File: config.mk
export PLATFORM = sky130hd
export DESIGN_NAME = first_fit_heap_allocator_top
export DESIGN_NICKNAME = d
export VERILOG_FILES = /design/src/design/ffha_pkg.sv /design/src/design/first_fit_heap_allocator_top.sv
export SDC_FILE = /design/constraint.sdc
export NUM_CORES = 2
export LEC_CHECK = 0
export ABC_CLOCK_PERIOD_IN_PS = 8900
export BUFFER_PORTS_ARGS = -buffer_cell sky130_fd_sc_hd__buf_2
export CAP_MARGIN = 15
export CORE_MARGIN = 5
export CORE_UTILIZATION = 30
export CTS_CLUSTER_SIZE = 12
export DETAILED_ROUTE_END_ITERATION = 16
export SYNTH_ARGS = -nofsm -noshare
export SYNTH_HDL_FRONTEND = slang
export SYNTH_SLANG_ARGS = --single-unit
File: constraint.sdc
create_clock -name i_clk -period 8.9 [get_ports i_clk]
set_clock_uncertainty 0.1 [all_clocks]
set_input_delay 1.335 -clock i_clk [delete_from_list [all_inputs] [get_ports i_clk]]
set_output_delay 1.335 -clock i_clk [all_outputs]
set_load 0.05 [all_outputs]
File: src/design/ffha_pkg.sv
// Shared types and constants for the first-fit heap allocator.
// No dependencies; used by first_fit_heap_allocator_top.
`default_nettype none

package ffha_pkg;

    localparam int MAX_BLOCKS_DEF   = 64;
    localparam int HEADER_BYTES_DEF = 24;
    localparam int HEAP_BYTES_DEF   = 65536;
    localparam int SPLIT_MIN        = 32;
    localparam int ALIGN_MASK       = 7;

    localparam logic [16:0] HEAP_LIMIT_RST = 17'd65536;

    typedef enum logic [0:0] {
        FN_ALLOC = 1'b0,
        FN_FREE  = 1'b1
    } t_func;

    typedef enum logic [2:0] {
        ST_ALLOC   = 3'd0,
        ST_FREED   = 3'd1,
        ST_ZERO    = 3'd2,
        ST_NOSPACE = 3'd3,
        ST_IGNORED = 3'd4
    } t_status;

    typedef enum logic [2:0] {
        S_IDLE,
        S_SCAN,
        S_FNEXT,
        S_SHUP,
        S_SHDN,
        S_RESP
    } t_state;

    // One table entry: free mark and payload size.
    typedef struct packed {
        logic        free;
        logic [15:0] size;
    } t_entry;

endpackage

`default_nettype wire

File: src/design/first_fit_heap_allocator_top.sv
// First-fit heap allocator with splitting and coalescing, top level.
// Depends on ffha_pkg.
`default_nettype none

// The block keeps an address-ordered table of heap blocks (payload size and
// free mark) in one synchronous RAM of MAX_BLOCKS entries and serves one
// request at a time. An allocate rounds its size up to a multiple of 8 bytes
// and walks the table from entry 0 for the first free block that fits, else
// appends a block at the heap top if the table and heap limit allow; a free
// walks the table until the running header offset matches the address. The
// walk reads one entry per cycle through the RAM's single read port. A split
// shifts the entries above the hit up by one and a merge shifts them down by
// one or two, again one entry per cycle. The shift only covers the entries
// the walk did not reach, so scan plus shift stays within one pass over the
// table. Zero-size allocates and null frees skip the walk and go straight to
// the response. Input stall is high whenever a request is in work; the result
// sits in an output register so the next request can be taken while it waits.
// The heap limit register may be written at any time the block is idle and
// is always ready.

module first_fit_heap_allocator_top #(
    parameter int MAX_BLOCKS   = ffha_pkg::MAX_BLOCKS_DEF,
    parameter int HEADER_BYTES = ffha_pkg::HEADER_BYTES_DEF,
    parameter int HEAP_BYTES   = ffha_pkg::HEAP_BYTES_DEF
) (
    input  wire logic        i_clk,
    input  wire logic        i_rst_n,
    // request channel
    input  wire logic        i_valid,
    output logic             o_stall,
    input  wire logic        i_func,
    input  wire logic [15:0] i_request_size,
    input  wire logic [15:0] i_free_address,
    // result channel
    output logic             o_valid,
    input  wire logic        i_stall,
    output logic [15:0]      o_payload_address,
    output logic [2:0]       o_status,
    // configuration
    input  wire logic        i_cfg_valid,
    output logic             o_cfg_ready,
    input  wire logic [16:0] i_cfg_heap_limit
);

    localparam int IW = (MAX_BLOCKS > 1) ? $clog2(MAX_BLOCKS) : 1;
    localparam int CW = $clog2(MAX_BLOCKS + 1);
    localparam int RW = CW + 1;

    localparam logic [15:0] HDR16 = 16'(HEADER_BYTES);
    localparam logic [16:0] HDR17 = 17'(HEADER_BYTES);
    localparam logic [17:0] HDR18 = 18'(HEADER_BYTES);
    localparam logic [18:0] HDR19 = 19'(HEADER_BYTES);
    localparam logic [17:0] SPL18 = 18'(ffha_pkg::SPLIT_MIN);
    localparam logic [16:0] ALN17 = 17'(ffha_pkg::ALIGN_MASK);
    localparam logic [16:0] HEAP17 = 17'(HEAP_BYTES);
    localparam logic [CW-1:0] MAXC = CW'(MAX_BLOCKS);

    // block table
    ffha_pkg::t_entry r_mem [MAX_BLOCKS];
    ffha_pkg::t_entry r_rdata;
    logic             w_we;
    logic [IW-1:0]    w_wa;
    logic [IW-1:0]    w_ra;
    ffha_pkg::t_entry w_wd;

    always_ff @(posedge i_clk) begin
        if (w_we) begin
            r_mem[w_wa] <= w_wd;
        end
        r_rdata <= r_mem[w_ra];
    end

    ffha_pkg::t_state  r_state, n_state;
    logic              r_func, n_func;
    logic [16:0]       r_sz, n_sz;
    logic [15:0]       r_where, n_where;
    logic [RW-1:0]     r_ra, n_ra;       // scan pointer / shift source
    logic              r_pend, n_pend;   // read data valid this cycle
    logic [IW-1:0]     r_cur, n_cur;     // entry of the arriving data
    logic [16:0]       r_pos, n_pos;     // header offset of r_cur
    ffha_pkg::t_entry  r_prev, n_prev;
    ffha_pkg::t_entry  r_hit, n_hit;
    logic [IW-1:0]     r_i, n_i;
    logic [15:0]       r_rem, n_rem;
    logic [1:0]        r_d, n_d;
    logic [CW-1:0]     r_count, n_count;
    logic [16:0]       r_top, n_top;
    logic [16:0]       r_limit, n_limit;
    logic [15:0]       r_res_addr, n_res_addr;
    logic [2:0]        r_res_st, n_res_st;
    logic              r_ovalid, n_ovalid;
    logic [15:0]       r_oaddr, n_oaddr;
    logic [2:0]        r_ost, n_ost;

    always_ff @(posedge i_clk) begin
        if (!i_rst_n) begin
            r_state  <= ffha_pkg::S_IDLE;
            r_pend   <= 1'b0;
            r_count  <= '0;
            r_top    <= '0;
            r_limit  <= ffha_pkg::HEAP_LIMIT_RST;
            r_ovalid <= 1'b0;
        end else begin
            r_state  <= n_state;
            r_pend   <= n_pend;
            r_count  <= n_count;
            r_top    <= n_top;
            r_limit  <= n_limit;
            r_ovalid <= n_ovalid;
        end
        r_func     <= n_func;
        r_sz       <= n_sz;
        r_where    <= n_where;
        r_ra       <= n_ra;
        r_cur      <= n_cur;
        r_pos      <= n_pos;
        r_prev     <= n_prev;
        r_hit      <= n_hit;
        r_i        <= n_i;
        r_rem      <= n_rem;
        r_d        <= n_d;
        r_res_addr <= n_res_addr;
        r_res_st   <= n_res_st;
        r_oaddr    <= n_oaddr;
        r_ost      <= n_ost;
    end

    logic        w_out_acc;
    logic        w_hit;
    logic        w_split;
    logic [16:0] w_limit;
    logic        w_nf;
    logic        w_pf;

    assign o_stall           = (r_state != ffha_pkg::S_IDLE);
    assign o_valid           = r_ovalid;
    assign o_payload_address = r_oaddr;
    assign o_status          = r_ost;
    assign o_cfg_ready       = 1'b1;
    assign w_out_acc         = r_ovalid & ~i_stall;
    assign w_limit           = (r_limit < HEAP17) ? r_limit : HEAP17;

    always_comb begin
        n_state    = r_state;
        n_func     = r_func;
        n_sz       = r_sz;
        n_where    = r_where;
        n_ra       = r_ra;
        n_pend     = r_pend;
        n_cur      = r_cur;
        n_pos      = r_pos;
        n_prev     = r_prev;
        n_hit      = r_hit;
        n_i        = r_i;
        n_rem      = r_rem;
        n_d        = r_d;
        n_count    = r_count;
        n_top      = r_top;
        n_limit    = (i_cfg_valid) ? i_cfg_heap_limit : r_limit;
        n_res_addr = r_res_addr;
        n_res_st   = r_res_st;
        n_ovalid   = w_out_acc ? 1'b0 : r_ovalid;
        n_oaddr    = r_oaddr;
        n_ost      = r_ost;
        w_we       = 1'b0;
        w_wa       = '0;
        w_wd       = '0;
        w_ra       = '0;
        w_hit      = 1'b0;
        w_split    = 1'b0;
        w_nf       = 1'b0;
        w_pf       = 1'b0;

        unique case (r_state)
            ffha_pkg::S_IDLE: begin
                if (i_valid) begin
                    n_func     = i_func;
                    n_sz       = ({1'b0, i_request_size} + ALN17) & ~ALN17;
                    n_where    = i_free_address;
                    n_ra       = '0;
                    n_pend     = 1'b0;
                    n_pos      = '0;
                    n_res_addr = '0;
                    n_state    = ffha_pkg::S_SCAN;
                    if (i_func == ffha_pkg::FN_FREE) begin
                        if (i_free_address == 16'd0) begin
                            n_res_st = ffha_pkg::ST_IGNORED;
                            n_state  = ffha_pkg::S_RESP;
                        end
                    end else if (i_request_size == 16'd0) begin
                        n_res_st = ffha_pkg::ST_ZERO;
                        n_state  = ffha_pkg::S_RESP;
                    end
                end
            end

            ffha_pkg::S_SCAN: begin
                if (r_func == ffha_pkg::FN_ALLOC) begin
                    w_hit = r_pend && r_rdata.free && ({1'b0, r_rdata.size} >= r_sz);
                end else begin
                    w_hit = r_pend && (({1'b0, r_pos} + HDR18) == {2'b0, r_where});
                end
                if (w_hit) begin
                    n_hit = r_rdata;
                    n_i   = r_cur;
                    if (r_func == ffha_pkg::FN_ALLOC) begin
                        w_split = ({2'b0, r_rdata.size} >= ({1'b0, r_sz} + HDR18 + SPL18))
                                  && (r_count < MAXC);
                        n_res_addr = 16'(r_pos + HDR17);
                        n_res_st   = ffha_pkg::ST_ALLOC;
                        w_we       = 1'b1;
                        w_wa       = r_cur;
                        w_wd.free  = 1'b0;
                        w_wd.size  = w_split ? r_sz[15:0] : r_rdata.size;
                        if (w_split) begin
                            n_rem   = r_rdata.size - r_sz[15:0] - HDR16;
                            n_ra    = RW'(r_count);
                            n_pend  = 1'b0;
                            n_state = ffha_pkg::S_SHUP;
                        end else begin
                            n_state = ffha_pkg::S_RESP;
                        end
                    end else begin
                        // fetch the right neighbor for the merge
                        w_ra     = r_cur + 1'b1;
                        n_res_st = ffha_pkg::ST_FREED;
                        n_state  = ffha_pkg::S_FNEXT;
                    end
                end else begin
                    if (r_pend) begin
                        n_pos  = r_pos + HDR17 + {1'b0, r_rdata.size};
                        n_prev = r_rdata;
                    end
                    if (r_ra < RW'(r_count)) begin
                        w_ra   = r_ra[IW-1:0];
                        n_cur  = r_ra[IW-1:0];
                        n_ra   = r_ra + 1'b1;
                        n_pend = 1'b1;
                    end else begin
                        n_pend = 1'b0;
                        if (!r_pend) begin
                            // walked off the end of the table
                            n_state = ffha_pkg::S_RESP;
                            if (r_func == ffha_pkg::FN_FREE) begin
                                n_res_st = ffha_pkg::ST_IGNORED;
                            end else if ((r_count >= MAXC) ||
                                ({2'b0, r_top} + HDR19 + {2'b0, r_sz} >
                                 {2'b0, w_limit})) begin
                                n_res_st = ffha_pkg::ST_NOSPACE;
                            end else begin
                                w_we       = 1'b1;
                                w_wa       = r_count[IW-1:0];
                                w_wd.free  = 1'b0;
                                w_wd.size  = r_sz[15:0];
                                n_count    = r_count + 1'b1;
                                n_res_addr = 16'(r_top + HDR17);
                                n_res_st   = ffha_pkg::ST_ALLOC;
                                n_top      = r_top + HDR17 + r_sz;
                            end
                        end
                    end
                end
            end

            ffha_pkg::S_FNEXT: begin
                w_nf   = ((CW'(r_i) + 1'b1) < r_count) && r_rdata.free;
                w_pf   = (r_i != '0) && r_prev.free;
                w_we   = 1'b1;
                n_pend = 1'b0;
                n_d    = 2'd1;
                w_wd.free = 1'b1;
                priority if (w_pf && w_nf) begin
                    w_wa      = r_i - 1'b1;
                    w_wd.size = r_prev.size + HDR16 + r_hit.size + HDR16 + r_rdata.size;
                    n_d       = 2'd2;
                    n_ra      = RW'(r_i) + RW'(2);
                    n_state   = ffha_pkg::S_SHDN;
                end else if (w_pf) begin
                    w_wa      = r_i - 1'b1;
                    w_wd.size = r_prev.size + HDR16 + r_hit.size;
                    n_ra      = RW'(r_i) + RW'(1);
                    n_state   = ffha_pkg::S_SHDN;
                end else if (w_nf) begin
                    w_wa      = r_i;
                    w_wd.size = r_hit.size + HDR16 + r_rdata.size;
                    n_ra      = RW'(r_i) + RW'(2);
                    n_state   = ffha_pkg::S_SHDN;
                end else begin
                    w_wa      = r_i;
                    w_wd.size = r_hit.size;
                    n_state   = ffha_pkg::S_RESP;
                end
            end

            ffha_pkg::S_SHDN: begin
                // close the gap: entry src moves to src - d
                if (r_pend) begin
                    w_we = 1'b1;
                    w_wa = r_cur - IW'(r_d);
                    w_wd = r_rdata;
                end
                if (r_ra < RW'(r_count)) begin
                    w_ra   = r_ra[IW-1:0];
                    n_cur  = r_ra[IW-1:0];
                    n_ra   = r_ra + 1'b1;
                    n_pend = 1'b1;
                end else begin
                    n_pend = 1'b0;
                    if (!r_pend) begin
                        n_count = r_count - CW'(r_d);
                        n_state = ffha_pkg::S_RESP;
                    end
                end
            end

            ffha_pkg::S_SHUP: begin
                // open a slot: entry src moves to src + 1, top down
                if (r_pend) begin
                    w_we = 1'b1;
                    w_wa = r_cur + 1'b1;
                    w_wd = r_rdata;
                end
                if (r_ra > (RW'(r_i) + RW'(1))) begin
                    w_ra   = IW'(r_ra - 1'b1);
                    n_cur  = IW'(r_ra - 1'b1);
                    n_ra   = r_ra - 1'b1;
                    n_pend = 1'b1;
                end else begin
                    n_pend = 1'b0;
                    if (!r_pend) begin
                        w_we      = 1'b1;
                        w_wa      = r_i + 1'b1;
                        w_wd.free = 1'b1;
                        w_wd.size = r_rem;
                        n_count   = r_count + 1'b1;
                        n_state   = ffha_pkg::S_RESP;
                    end
                end
            end

            ffha_pkg::S_RESP: begin
                if (!r_ovalid || w_out_acc) begin
                    n_ovalid = 1'b1;
                    n_oaddr  = r_res_addr;
                    n_ost    = r_res_st;
                    n_state  = ffha_pkg::S_IDLE;
                end
            end

            default: begin
                n_state = ffha_pkg::S_IDLE;
            end
        endcase
    end

endmodule

`default_nettype wire
==> flow_summary.json <==
{
  "status": "finished clean",
  "cts_sinks": 1305,
  "whs_ns": 0.309,
  "grt_first_pass_wirelength_mm": 252,
  "synth_cells": 4770,
  "hold_violations": 0,
  "maxSlewViolCount": 0,
  "final_area_um2": 69300,
  "postLayoutCoreUtil_pct": 34.3,
  "startpoint_type": "flip-flop",
  "crit_slowest_cell": "nor2_2",
  "post_cts_resized": 0,
  "coreArea_um2": 202000,
  "drc": 0,
  "numCtsBuffers": 138,
  "grt_pass1_vias": 38100,
  "synthArstFlopShare_pct": 0,
  "grt_overflow": 0,
  "gp_congestion": 0.906,
  "cp_max_fo": 17,
  "final_net_count": 5220,
  "path_class": "flip-flop to flip-flop",
  "worstPathArrival_ns": 7.97,
  "yosysWarningCount": 0,
  "synth-main-ff-cell": "edfxtp_1",
  "drive_above_1_share_pct": 10.2,
  "min_period_ns": 7.69,
  "path_common_cell": "a21o_1",
  "syn_to_final_growth_pct": 13.8,
  "syn_nets": 5083,
  "syn_avg_cell_area_um2": 12.8,
  "yosysUniqueCellTypes": 93,
  "clockBufferDepth": 3,
  "clock_latency_ns": 0.79,
  "multi_input_area_um2": 20800,
  "clk_pin_slew_worst_paths_ns": 0.06,
  "place_inst": 7438,
  "port_buffers": 75,
  "cp.required_ns": 9.18,
  "post-cts-setup-buffers": 0,
  "synth-edff-count": 1245,
  "vias": 39800,
  "power.density_nw_per_um2": 276,
  "rsz0062_at_grt": "false",
  "fin_crit_sh_pct": 86.5,
  "die_x_um": 461,
  "synth-simple-area-share_pct": 11.0,
  "grt_max_degree": 129,
  "synth_top_family_by_area": "simple AND/OR/NAND/NOR gates",
  "synth_largest_area_cell": "edfxtp_1",
  "dr.pass1.iters": 6,
  "clk_root_buffer_cell": "clkbuf_16",
  "vias_per_cell": 5.19,
  "fillers": 19600,
  "synth_area_leaders": "edfxtp_1 61%, mux2i_1 5.5%, ha_1 5.1%, nand2_1 4.1%, dfxtp_1 2.0%",
  "ir_drop_uv": 229,
  "p_leak_nw": 24.0,
  "max_freq_ghz": 0.130,
  "fin_tns_setup_ns": 0,
  "muxShareOfSynthArea_pct": 5.97,
  "layout.cells.non_filler": 7667,
  "drv_cap": 0,
  "ys_ff_latch": 1305,
  "hpwl_mm": 113,
  "relSlewSlack_pct": 16.4,
  "tightest_slew_ns": 1.22,
  "synth_compound_area_share_pct": 8.97,
  "start_util_pct": 30.1,
  "antenna_found_initial": 3,
  "endpoint_kind": "flip-flop",
  "synth_top_area_share_pct": 61.4,
  "ios": 77,
  "grt_use_total_pct": 15.8,
  "synthAdderAreaFrac_pct": 5.41,
  "ant_nets": 0,
  "wl_per_cell_um": 22.5,
  "seq_area_um2": 38600,
  "placed_cell_area_um2": 65100,
  "dieArea_um2": 212000,
  "die_h_um": 461,
  "rows": 165,
  "drt_iter0_drc": 4191,
  "htree_levels": 4,
  "hold_class": "flip-flop to flip-flop",
  "syn_area_um2": 60900,
  "synthXorXnorAreaFrac_pct": 2.44,
  "hold_buffers": 0,
  "yosysSeqAreaShare_pct": 63.3,
  "cts_tree": "built",
  "wl_mm": 173,
  "critPathMaxStageDelay_ns": 0.81,
  "setup_viol": 0
}
==> worst paths after layout <==
kind / startpoint / to / slack (ns) / cells after the start
worst max-delay path: r_sz[4] / r_mem[52][9] / 1.21 / 26
worst max register to register: r_sz[4] / r_mem[52][9] / 1.21 / 26
worst min register to register: r_res_addr[9] / o_payload_address[9] / 0.31 / 0
worst min-delay path: r_res_addr[9] / o_payload_address[9] / 0.31 / 0
==> power by group <==
part / internal (W) / switching, W
clock network: 0.00303 / 0.00244
registers: 0.00734 / 0.000487
logic: 0.00208 / 0.00372
total: 0.0125 / 0.00665
==> critical path: cells and delay by family, from the launching register on <==
family | cells | cell delay (ns)
DFF | 1 | 0.48
adders and majority gates | 4 | 1.26
and+or+nand+nor | 3 | 2.15
buffers and inverters | 3 | 0.46
AOI/OAI and AO/OA | 16 | 2.83
==> flip-flops by register name, summed over array words and instances, names as in the netlist, 6 cells and up <==
register           flops
r_mem               1088
r_limit               17
r_pos                 17
r_prev                17
r_rdata               17
o_payload_address     16
r_hit                 16
r_rem                 16
r_res_addr            16
r_where               16
r_sz                  14
r_top                 14
r_ra                   8
r_count                7
r_cur                  6
r_i                    6
==> synthesized netlist by cell type, types with 15 or more instances <==
master / number
a2111oi_0: 28
a21boi_0: 21
a21o_1: 31
a21oi_1: 213
a221oi_1: 63
a311oi_1: 20
a31oi_1: 52
a32oi_1: 35
and2_1: 18
and3_1: 25
buf_1: 19
buf_2: 96
clkbuf_1: 113
dfxtp_1: 60
edfxtp_1: 1245
ha_1: 249
inv_1: 172
mux2_2: 16
mux2i_1: 334
nand2_1: 663
nand3_1: 231
nand4_1: 43
nor2_1: 277
nor2b_1: 45
nor3_1: 71
nor4_1: 25
o211ai_1: 15
o21a_1: 26
o21ai_0: 115
o21bai_1: 18
o31a_1: 17
xnor2_1: 113
xor2_1: 57
==> through the flow <==
stage / setup WS (ns) / power, W
5_1_grt: 0.746 / 0.0200
2_1_floorplan: 1.41 / 0.0117
3_5_place_dp: 1.26 / 0.0136
4_1_cts: 1.21 / 0.0192
3_3_place_gp: 1.24 / 0.0136
6_report: 1.21 / 0.0191
==> layer usage <==
layer  part of all wire (%)  vias up  wire length (um)  GRT usage, %
met1                     44    19600             75700          22.0
li1                       -    18200                 -             -
met5                      0        -                 0             0
met2                     44     1665             76100          24.0
met4                    3.6        0              6260          5.65
met3                    8.5      298             14800          3.70
==> layout by cell type, fill, tap and decap left out, types with 139 or more instances in the layout <==
cell       instances
a21oi_1          212
nand2_1          657
inv_1            170
ha_1             249
buf_4            153
nor2_1           256
edfxtp_1        1245
mux2i_1          334
nand3_1          229
clkbuf_16        139
==> cells by family (layout without fill, tap and decap cells) <==
| group | after synthesis | after routing |
|---|---|---|
| compound gates | 787 | 787 |
| xor+xnor | 170 | 170 |
| fa+ha+maj | 258 | 258 |
| buf+inv | 411 | 633 |
| flops | 1305 | 1305 |
| mux | 355 | 355 |
| other cells | 1 | 4 |
| simple gates | 1483 | 1483 |
==> cell type report <==
type / instances / share of cell area [%]
Inverter: 172 / 0.931
Multi-Input combinational cell: 3054 / 30.0
Tap cell: 2672 / 4.82
Clock inverter: 34 / 0.736
Sequential cell: 1305 / 55.7
Antenna cell: 3 / 0.0108
Timing Repair Buffer: 236 / 2.41
Clock buffer: 191 / 5.40
No activity file was read; power rests on OpenSTA's default activity.
